<file path="config.mk">
export PLATFORM = sky130hd
export DESIGN_NAME = status_led_pattern_controller
export DESIGN_NICKNAME = d
export VERILOG_FILES = /design/src/slpc_pkg.sv /design/src/status_led_pattern_controller.sv
export SDC_FILE = /design/constraint.sdc
export NUM_CORES = 1
export LEC_CHECK = 0
export BUFFER_PORTS_ARGS = -buffer_cell sky130_fd_sc_hd__buf_4
export CAP_MARGIN = 15
export CORE_MARGIN = 2
export CORE_UTILIZATION = 27
export DETAILED_ROUTE_END_ITERATION = 8
export SLEW_MARGIN = 25
export SYNTH_ARGS = -nofsm -noshare
export SYNTH_HDL_FRONTEND = slang
export SYNTH_SLANG_ARGS = --single-unit
</file>
<file path="constraint.sdc">
create_clock -name clock -period 8.3 [get_ports clock]
set_input_delay 0.83 -clock clock [delete_from_list [all_inputs] [get_ports clock]]
set_output_delay 0.83 -clock clock [all_outputs]
set_load 0.02 [all_outputs]
</file>
<file path="src/slpc_pkg.sv">
// ---------------------------------------------------------------------------
// slpc_pkg: shared constants and helpers for the status LED controller
// Event codes, status codes, colours, pattern timing, and the amber scaler.
// ---------------------------------------------------------------------------
package slpc_pkg;

   // event codes carried in func
   localparam logic [2:0] FUNC_TICK   = 3'd0;
   localparam logic [2:0] FUNC_STATUS = 3'd1;
   localparam logic [2:0] FUNC_RAISE  = 3'd2;
   localparam logic [2:0] FUNC_CLEAR  = 3'd3;
   localparam logic [2:0] FUNC_TEST   = 3'd4;

   // status codes; codes below CODE_FLAG_LIMIT are flags
   localparam logic [2:0] CODE_TRANSIENT  = 3'd0;
   localparam logic [2:0] CODE_IR_FAIL    = 3'd1;
   localparam logic [2:0] CODE_HEAT_FAULT = 3'd2;
   localparam logic [2:0] CODE_COLD       = 3'd3;
   localparam logic [2:0] CODE_HEATING    = 3'd4;
   localparam logic [2:0] CODE_COOLING    = 3'd5;
   localparam logic [2:0] CODE_AT_TARGET  = 3'd6;
   localparam logic [2:0] CODE_NONE       = 3'd7;
   localparam logic [2:0] CODE_FLAG_LIMIT = 3'd3;

   // colours, bytes blue / green / red
   localparam logic [23:0] COL_OFF    = 24'h000000;
   localparam logic [23:0] COL_RED    = 24'h0000FF;
   localparam logic [23:0] COL_GREEN  = 24'h00FF00;
   localparam logic [23:0] COL_BLUE   = 24'hFF0000;
   localparam logic [23:0] COL_AMBER  = 24'h0040FF;
   localparam logic [23:0] COL_PURPLE = 24'hFF00FF;
   localparam logic [23:0] COL_WHITE  = 24'hFFFFFF;

   // pattern timing in ms
   localparam int unsigned TRANSIENT_MS = 190;
   localparam int unsigned SLOW_MS      = 2000;
   localparam int unsigned FAST_MS      = 500;
   localparam int unsigned FAST_HALF_MS = 250;
   localparam int unsigned GAP_MS       = 1000;
   localparam int unsigned SLOW_HALF_MS = 1000;

   // blink counts loaded per error code
   localparam logic [2:0] IR_FAST_COUNT   = 3'd5;
   localparam logic [2:0] IR_SLOW_COUNT   = 3'd3;
   localparam logic [2:0] HEAT_FAST_COUNT = 3'd1;
   localparam logic [2:0] HEAT_SLOW_COUNT = 3'd5;

   // brightness in hundredths
   localparam logic [6:0] FULL_LEVEL = 7'd100;

   // pattern offsets stay below 2^15 ms for any 3-bit blink count
   localparam int unsigned PHASE_W     = 15;
   // half-period boundaries inside the longest slow or fast phase (7 blinks)
   localparam int unsigned PHASE_STEPS = 13;

   // channel*level/100 for the two lit amber channels: reciprocal 5243/2^19
   // is exact for products below 43690
   localparam logic [27:0] RED_RECIP   = 28'd1336965;  // 255 * 5243
   localparam logic [27:0] GREEN_RECIP = 28'd335552;   // 64 * 5243
   localparam int unsigned RECIP_SHIFT = 19;

   // amber scaled to a brightness level (blue channel is dark)
   function automatic logic [23:0] amber_scaled(input logic [6:0] level);
      logic [27:0] red_prod;
      logic [27:0] green_prod;
      red_prod   = 28'(level) * RED_RECIP;
      green_prod = 28'(level) * GREEN_RECIP;
      return {8'h00, green_prod[RECIP_SHIFT +: 8], red_prod[RECIP_SHIFT +: 8]};
   endfunction

   // odd when floor(value / half_ms) is odd; value stays below
   // (PHASE_STEPS + 1) * half_ms, so one compare per half period
   function automatic logic phase_odd(input logic [PHASE_W-1:0] value,
                                      input int unsigned half_ms);
      logic odd;
      odd = 1'b0;
      for (int k = 1; k <= PHASE_STEPS; k++) begin
         odd = odd ^ (value >= PHASE_W'(k * half_ms));
      end
      return odd;
   endfunction

endpackage

</file>
<file path="src/status_led_pattern_controller.sv">
// ---------------------------------------------------------------------------
// status_led_pattern_controller: RGB status LED pattern engine
// Turns status, flag, test and tick events into LED colour updates.
// ---------------------------------------------------------------------------
// One event beat is taken per cycle. A beat lands in an input register, is
// worked in one pass of shallow logic against the display state, and its
// colour (if any) then lands in the result register.
// The result register frees itself whenever its beat is taken, so a full
// stream of events runs at one per cycle; only a stalled, occupied result
// register holds up the input. Ticks give a colour only when the shown colour
// changes or on each heating breath step; test colour always gives one;
// other events give none.
module status_led_pattern_controller (
   input  logic        clock,
   input  logic        reset,
   input  logic        req_valid,
   output logic        req_stall,
   input  logic [2:0]  req_func,
   input  logic [2:0]  req_status_code,
   input  logic [6:0]  req_breath_floor,
   input  logic [31:0] req_now_ms,
   input  logic [23:0] req_test_colour,
   output logic        rsp_valid,
   input  logic        rsp_stall,
   output logic [23:0] rsp_led_colour
);

   localparam int unsigned PHASE_W_L = slpc_pkg::PHASE_W;

   // input stage
   logic        in_valid_ff, in_valid_in;
   logic [2:0]  in_func_ff;
   logic [2:0]  in_code_ff;
   logic [6:0]  in_floor_ff;
   logic [31:0] in_now_ff;
   logic [23:0] in_test_colour_ff;

   // display state
   logic [2:0]  error_flags_ff, error_flags_in;
   logic [2:0]  shown_code_ff, shown_code_in;
   logic [2:0]  wanted_status_ff, wanted_status_in;
   logic [6:0]  breath_floor_level_ff, breath_floor_level_in;
   logic [31:0] code_start_ms_ff, code_start_ms_in;
   logic [2:0]  fast_blink_count_ff, fast_blink_count_in;
   logic [2:0]  slow_blink_count_ff, slow_blink_count_in;
   logic        red_on_ff, red_on_in;
   logic [6:0]  breath_level_ff, breath_level_in;
   logic        breath_rising_ff, breath_rising_in;

   // result stage
   logic        rsp_valid_ff, rsp_valid_in;
   logic [23:0] rsp_colour_ff, rsp_colour_in;

   logic        work;
   logic        emit;
   logic [23:0] emit_colour;
   logic [2:0]  low_code;
   logic [31:0] elapsed;
   logic [PHASE_W_L-1:0] slow_end, fast_end, gap_end, fast_offset;
   logic        want;

   // handshake: the held beat is worked when the result register can take it
   assign work        = in_valid_ff && (!rsp_valid_ff || !rsp_stall);
   assign in_valid_in = (in_valid_ff && !work) || req_valid;
   assign req_stall   = in_valid_ff && !work;

   assign rsp_valid      = rsp_valid_ff;
   assign rsp_led_colour = rsp_colour_ff;

   // lowest raised flag and blink pattern timing
   assign low_code = error_flags_ff[0] ? slpc_pkg::CODE_TRANSIENT :
                     (error_flags_ff[1] ? slpc_pkg::CODE_IR_FAIL :
                                          slpc_pkg::CODE_HEAT_FAULT);
   assign elapsed     = in_now_ff - code_start_ms_ff;
   assign slow_end    = PHASE_W_L'(slow_blink_count_ff) * PHASE_W_L'(slpc_pkg::SLOW_MS);
   assign fast_end    = slow_end +
                        PHASE_W_L'(fast_blink_count_ff) * PHASE_W_L'(slpc_pkg::FAST_MS);
   assign gap_end     = fast_end + PHASE_W_L'(slpc_pkg::GAP_MS);
   assign fast_offset = elapsed[PHASE_W_L-1:0] - slow_end;

   // event processing
   always_comb begin
      error_flags_in        = error_flags_ff;
      shown_code_in         = shown_code_ff;
      wanted_status_in      = wanted_status_ff;
      breath_floor_level_in = breath_floor_level_ff;
      code_start_ms_in      = code_start_ms_ff;
      fast_blink_count_in   = fast_blink_count_ff;
      slow_blink_count_in   = slow_blink_count_ff;
      red_on_in             = red_on_ff;
      breath_level_in       = breath_level_ff;
      breath_rising_in      = breath_rising_ff;
      emit                  = 1'b0;
      emit_colour           = slpc_pkg::COL_OFF;
      want                  = 1'b0;

      case (in_func_ff)
         slpc_pkg::FUNC_TICK: begin
            if (error_flags_ff != 3'b000) begin
               if (low_code != shown_code_ff) begin
                  // new flag takes the display
                  shown_code_in    = low_code;
                  code_start_ms_in = in_now_ff;
                  emit             = 1'b1;
                  if (low_code == slpc_pkg::CODE_TRANSIENT) begin
                     emit_colour = slpc_pkg::COL_PURPLE;
                  end else begin
                     error_flags_in = error_flags_ff & 3'b110;
                     red_on_in      = 1'b1;
                     emit_colour    = slpc_pkg::COL_RED;
                     if (low_code == slpc_pkg::CODE_IR_FAIL) begin
                        fast_blink_count_in = slpc_pkg::IR_FAST_COUNT;
                        slow_blink_count_in = slpc_pkg::IR_SLOW_COUNT;
                     end else begin
                        fast_blink_count_in = slpc_pkg::HEAT_FAST_COUNT;
                        slow_blink_count_in = slpc_pkg::HEAT_SLOW_COUNT;
                     end
                  end
               end else if (shown_code_ff == slpc_pkg::CODE_TRANSIENT) begin
                  // purple holds until its time is up
                  if (elapsed >= 32'(slpc_pkg::TRANSIENT_MS)) begin
                     error_flags_in = error_flags_ff & 3'b110;
                  end
               end else begin
                  // slow blinks, fast blinks, dark gap, repeat
                  if (elapsed < 32'(slow_end)) begin
                     want = !slpc_pkg::phase_odd(elapsed[PHASE_W_L-1:0],
                                                 slpc_pkg::SLOW_HALF_MS);
                  end else if (elapsed < 32'(fast_end)) begin
                     want = !slpc_pkg::phase_odd(fast_offset, slpc_pkg::FAST_HALF_MS);
                  end else if (elapsed < 32'(gap_end)) begin
                     want = 1'b0;
                  end else begin
                     code_start_ms_in = in_now_ff;
                     want             = 1'b1;
                  end
                  if (want != red_on_ff) begin
                     red_on_in   = want;
                     emit        = 1'b1;
                     emit_colour = want ? slpc_pkg::COL_RED : slpc_pkg::COL_OFF;
                  end
               end
            end else if (shown_code_ff != wanted_status_ff) begin
               // normal status change
               shown_code_in = wanted_status_ff;
               emit          = 1'b1;
               case (wanted_status_ff)
                  slpc_pkg::CODE_COLD:      emit_colour = slpc_pkg::COL_GREEN;
                  slpc_pkg::CODE_HEATING: begin
                     breath_level_in  = breath_floor_level_ff;
                     breath_rising_in = 1'b1;
                     emit_colour      = slpc_pkg::amber_scaled(breath_floor_level_ff);
                  end
                  slpc_pkg::CODE_COOLING:   emit_colour = slpc_pkg::COL_BLUE;
                  slpc_pkg::CODE_AT_TARGET: emit_colour = slpc_pkg::COL_AMBER;
                  default:                  emit_colour = slpc_pkg::COL_WHITE;
               endcase
            end else if (shown_code_ff == slpc_pkg::CODE_HEATING) begin
               // one breathing step
               if (breath_rising_ff && breath_level_ff < slpc_pkg::FULL_LEVEL) begin
                  breath_level_in = breath_level_ff + 7'd1;
               end else if (breath_level_ff > breath_floor_level_ff) begin
                  breath_level_in  = breath_level_ff - 7'd1;
                  breath_rising_in = 1'b0;
               end else begin
                  breath_level_in  = (breath_floor_level_ff >= slpc_pkg::FULL_LEVEL) ?
                                     slpc_pkg::FULL_LEVEL : breath_floor_level_ff + 7'd1;
                  breath_rising_in = 1'b1;
               end
               emit        = 1'b1;
               emit_colour = slpc_pkg::amber_scaled(breath_level_in);
            end
         end
         slpc_pkg::FUNC_STATUS: begin
            wanted_status_in      = in_code_ff;
            breath_floor_level_in = (in_floor_ff > slpc_pkg::FULL_LEVEL) ?
                                    slpc_pkg::FULL_LEVEL : in_floor_ff;
         end
         slpc_pkg::FUNC_RAISE: begin
            if (in_code_ff < slpc_pkg::CODE_FLAG_LIMIT) begin
               error_flags_in = error_flags_ff | (3'b001 << in_code_ff);
            end
         end
         slpc_pkg::FUNC_CLEAR: begin
            if (in_code_ff < slpc_pkg::CODE_FLAG_LIMIT) begin
               error_flags_in = error_flags_ff & ~(3'b001 << in_code_ff);
            end
         end
         slpc_pkg::FUNC_TEST: begin
            emit        = 1'b1;
            emit_colour = in_test_colour_ff;
         end
         default: begin
         end
      endcase
   end

   // result register next value
   always_comb begin
      rsp_valid_in  = rsp_valid_ff && rsp_stall;
      rsp_colour_in = rsp_colour_ff;
      if (work && emit) begin
         rsp_valid_in  = 1'b1;
         rsp_colour_in = emit_colour;
      end
   end

   // control registers
   always_ff @(posedge clock) begin
      if (reset) begin
         in_valid_ff           <= 1'b0;
         rsp_valid_ff          <= 1'b0;
         error_flags_ff        <= 3'b000;
         shown_code_ff         <= slpc_pkg::CODE_NONE;
         wanted_status_ff      <= slpc_pkg::CODE_NONE;
         breath_floor_level_ff <= 7'd0;
         code_start_ms_ff      <= 32'd0;
         fast_blink_count_ff   <= 3'd0;
         slow_blink_count_ff   <= 3'd0;
         red_on_ff             <= 1'b0;
         breath_level_ff       <= 7'd0;
         breath_rising_ff      <= 1'b0;
      end else begin
         in_valid_ff  <= in_valid_in;
         rsp_valid_ff <= rsp_valid_in;
         if (work) begin
            error_flags_ff        <= error_flags_in;
            shown_code_ff         <= shown_code_in;
            wanted_status_ff      <= wanted_status_in;
            breath_floor_level_ff <= breath_floor_level_in;
            code_start_ms_ff      <= code_start_ms_in;
            fast_blink_count_ff   <= fast_blink_count_in;
            slow_blink_count_ff   <= slow_blink_count_in;
            red_on_ff             <= red_on_in;
            breath_level_ff       <= breath_level_in;
            breath_rising_ff      <= breath_rising_in;
         end
      end
   end

   // payload registers
   always_ff @(posedge clock) begin
      if (req_valid && !req_stall) begin
         in_func_ff        <= req_func;
         in_code_ff        <= req_status_code;
         in_floor_ff       <= req_breath_floor;
         in_now_ff         <= req_now_ms;
         in_test_colour_ff <= req_test_colour;
      end
      rsp_colour_ff <= rsp_colour_in;
   end

   // an empty input stage never pushes back
   a_no_stall_when_empty: assert property (@(posedge clock) disable iff (reset)
      !in_valid_ff |-> !req_stall)
      else $error("input stalled while input stage empty");

   // a worked test colour beat comes out next cycle unchanged
   a_test_colour_out: assert property (@(posedge clock) disable iff (reset)
      (work && in_func_ff == slpc_pkg::FUNC_TEST) |=>
         (rsp_valid_ff && rsp_colour_ff == $past(in_test_colour_ff)))
      else $error("test colour beat lost or altered");

   // brightness levels stay within full scale
   a_level_range: assert property (@(posedge clock) disable iff (reset)
      breath_level_ff <= slpc_pkg::FULL_LEVEL &&
      breath_floor_level_ff <= slpc_pkg::FULL_LEVEL)
      else $error("brightness level above full scale");

endmodule

</file>
==> flow_metrics.env <==
export IMPL_dpl_hpwl_mm=36.1
export IMPL_crit_arrival_ns=7.72
export IMPL_synth_flop_cell="edfxtp_1"
export IMPL_core_rowCount=90
export IMPL_synth_most_common_cell="ha_1"
export IMPL_p_sw_w=0.000852
export IMPL_synthMuxAreaShare_pct=1.47
export IMPL_max_vdd_ir_drop_mv=0.175
export IMPL_timing_rr_start="slow_blink_count_ff[0]"
export IMPL_critPathMaxFanout=18
export IMPL_start_util_pct=27.2
export IMPL_dpl_worst_slack_ns=0.817
export IMPL_cp_required_ns=8.46
export IMPL_fin_worst_skew_ns=0.0170
export IMPL_overflow=0
export IMPL_outcome="finished clean"
export IMPL_antenna_found_initial=0
export IMPL_crit_start="slow_blink_count_ff[0]"
export IMPL_coreArea_sq_um=60100
export IMPL_ys_top_cells_by_count="ha_1 (258), inv_1 (211), a21oi_1 (152), nand2_1 (106), nor2_1 (106)"
export IMPL_synth_top_family_by_area="adder cells"
export IMPL_avgSynthCellArea_sq_um=9.00
export IMPL_postCtsSetupRepairBufs=0
export IMPL_syn_num_nets=2216
export IMPL_yosysTopAreaCell="ha_1"
export IMPL_fin_crit_sh_pct=91.2
export IMPL_cts_htree_levels=4
export IMPL_final_setup_viol_count=0
export IMPL_ys_ff_latch=155
export IMPL_clk_pin_slew_ns=0.08
export IMPL_switching_share_pct=35.3
export IMPL_rsz0062_at_grt="false"
export IMPL_viasPerCell=5.09
export IMPL_cts_buffers=17
export IMPL_synth_xor_area_share_pct=4.33
export IMPL_min_delay_start="code_start_ms_ff[7]"
export IMPL_leakage_nw=8.32
export IMPL_grt_first_pass_wirelength_mm=71.7
export IMPL_yosys_warnings=0
export IMPL_die_height_um=250
export IMPL_p_int_w=0.00156
export IMPL_pwr_share_seq_pct=35.4
export IMPL_tns_ns=0
export IMPL_dieArea_sq_um=62600
export IMPL_vias=13695
export IMPL_hold_violations=0
export IMPL_min_delay_worst_endpoint="code_start_ms_ff[7]"
export IMPL_power_frac_comb_pct=30.6
export IMPL_synth_adder_area_share_pct=27.9
export IMPL_drt_iter0_drc=796
export IMPL_ant_nets=0
export IMPL_synthArstFlopShare_pct=0
export IMPL_critPathLaunchType="flip-flop"
export IMPL_crit_path_max_incr_delay_ns=0.70
export IMPL_holdBufCountCts=0
export IMPL_rr_endpoint="rsp_led_colour[16]"
export IMPL_r2r_cells=26
export IMPL_cp_slowest_cell="a2111oi_0"
export IMPL_cts_root_buf="clkbuf_16"
export IMPL_synthSimpleGateAreaFrac_pct=15.1
export IMPL_drv_slew=0
export IMPL_die_x_um=250
export IMPL_worstSetupPathType="reg2reg"
export IMPL_tightestPinTransition_ns=0.930
export IMPL_cts_resized=0
export IMPL_synth_area_sq_um=16400
export IMPL_fin_crit_ns=7.57
export IMPL_synth_area_top_cells="ha_1 (20%), edfxtp_1 (17%), fa_1 (8.2%), dfxtp_1 (7.6%), inv_1 (4.8%)"
export IMPL_grtUsageTotal_pct=14.4
export IMPL_finish_net_count=2291
export IMPL_powerDensity_nw_per_um2=130
export IMPL_hold_class="reg2reg"
export IMPL_synth_top_cell_area_share_pct=19.7
export IMPL_drc=0
export IMPL_synth_edff_count=93
export IMPL_place_congestion=0.899
export IMPL_diodes=0
export IMPL_clk_latency_ns=0.48
export IMPL_r2r_slack_ns=0.73
export IMPL_io_pins=99
export IMPL_critical_path_endpoint_type="flip-flop"
export IMPL_synth_compound_area_share_pct=19.9
export IMPL_io_buffers=98
export IMPL_grt_max_degree=65
export IMPL_maxCapViolations=0
export IMPL_wl_per_cell_um=16.6
export IMPL_hold_path_depth=2
export IMPL_clockPowerShare_pct=34.0
export IMPL_grt_pass1_vias=13554
export IMPL_cts_sinks=155
export IMPL_synth_seq_area_share_pct=24.6
export IMPL_relSlewSlack_pct=37.6
export IMPL_areaGrowthSynthToFinish_pct=13.5
export IMPL_cts_tree="done"
export IMPL_dr_pass1_iters=8
export IMPL_fmax_ghz=0.132
export IMPL_totalWireLength_mm=44.8
export IMPL_cts_max_path_buffers=2
export IMPL_fin_ws_ns=0.733
export IMPL_yosysUniqueCellTypes=94
export IMPL_synthCells=1818
export IMPL_drive_gt1_share_pct=11.8
==> metal layers <==
layer  part of all wire [%]  GRT usage [%]  up-vias
met5                      0              0        -
met4                    3.2           6.11        0
met3                    4.7           2.64       60
met2                     47           24.0      347
met1                     45           18.3     6549
li1                       -              -     6739
==> kinds of logic (layout without fill, tap and decap cells) <==
logic type | Yosys count | after routing
xor gates and xnor gates | 80 | 80
muxes | 24 | 24
buffers and inverters | 272 | 360
DFF | 155 | 155
AOI/OAI and AO/OA | 492 | 492
adders and majority gates | 325 | 325
and+or+nand+nor | 470 | 470
==> cells in the final DEF (no fill, tap or decap), drive strengths merged, types with 62 or more instances in the layout <==
cell and instances:
ha 258, buf 116, o21ai 102, nor2 106, nand2 106, inv 220
fa 67, dfxtp 62, edfxtp 93, a21oi 153
==> power by group through the flow <==
stage	Clock [W]	Sequential, W	Combinational [W]
finish	0.000821	0.000856	0.000740
detailed placement	0	0.000874	0.000735
global route	0.000877	0.000859	0.000832
floorplan	0	0.000868	0.000529
global placement	0	0.000874	0.000721
CTS	0.000851	0.000857	0.000742
==> worst max-delay path: cells and delay by family (launching register included) <==
family | cells | cell delay (ns)
AOI/OAI and AO/OA | 6 | 1.90
buffers and inverters | 3 | 0.62
and+or+nand+nor | 7 | 1.17
DFF | 1 | 0.67
xor gates and xnor gates | 4 | 0.91
adders and majority gates | 6 | 1.96
==> final cells by class <==
class	instances	area, sq um
Multi-Input combinational cell	1391	11300
Clock buffer	18	450
Inverter	212	796
Clock inverter	14	168
Timing Repair Buffer	116	871
Tap cell	782	978
Fill cell	6298	41600
Sequential cell	155	4030
==> worst max path at each step <==
| stage | slack (ns) | to | cells past startpoint |
|---|---|---|---|
| finish | 0.73 | rsp_led_colour[16] | 26 |
| global route | 0.16 | rsp_led_colour[15] | 26 |
| CTS | 0.73 | rsp_led_colour[16] | 26 |
| detailed placement | 0.82 | rsp_led_colour[16] | 26 |
| global placement | 0.98 | rsp_led_colour[16] | 26 |
| floorplan | 0.73 | rsp_led_colour[0] | 25 |
==> state kept, by name (all words and copies together), names as in the netlist <==
signal,cells
code_start_ms_ff,32
in_now_ff,32
in_test_colour_ff,24
rsp_led_colour,24
breath_floor_level_ff,7
breath_level_ff,7
in_floor_ff,7
error_flags_ff,3
in_code_ff,3
in_func_ff,3
shown_code_ff,3
slow_blink_count_ff,3
wanted_status_ff,3
breath_rising_ff,1
in_valid_ff,1
red_on_ff,1
rsp_valid,1
==> metrics by stage <==
| step | area [sq um] | std cells | total power, W | util (%) | hold WS, ns |
|---|---|---|---|---|---|
| after global routing | 18600 | 2688 | 0.00257 | 30.9 | 0.489 |
| after floorplan | 16400 | 1818 | 0.00140 | - | 0.454 |
| after global placement | 18000 | 2656 | 0.00160 | 29.9 | 0.460 |
| final | 18600 | 2688 | 0.00242 | 30.9 | 0.475 |
| after detailed placement | 18000 | 2656 | 0.00161 | 29.9 | 0.467 |
| after CTS | 18600 | 2688 | 0.00245 | 30.9 | 0.478 |
Power figures use the tool's default switching activity.
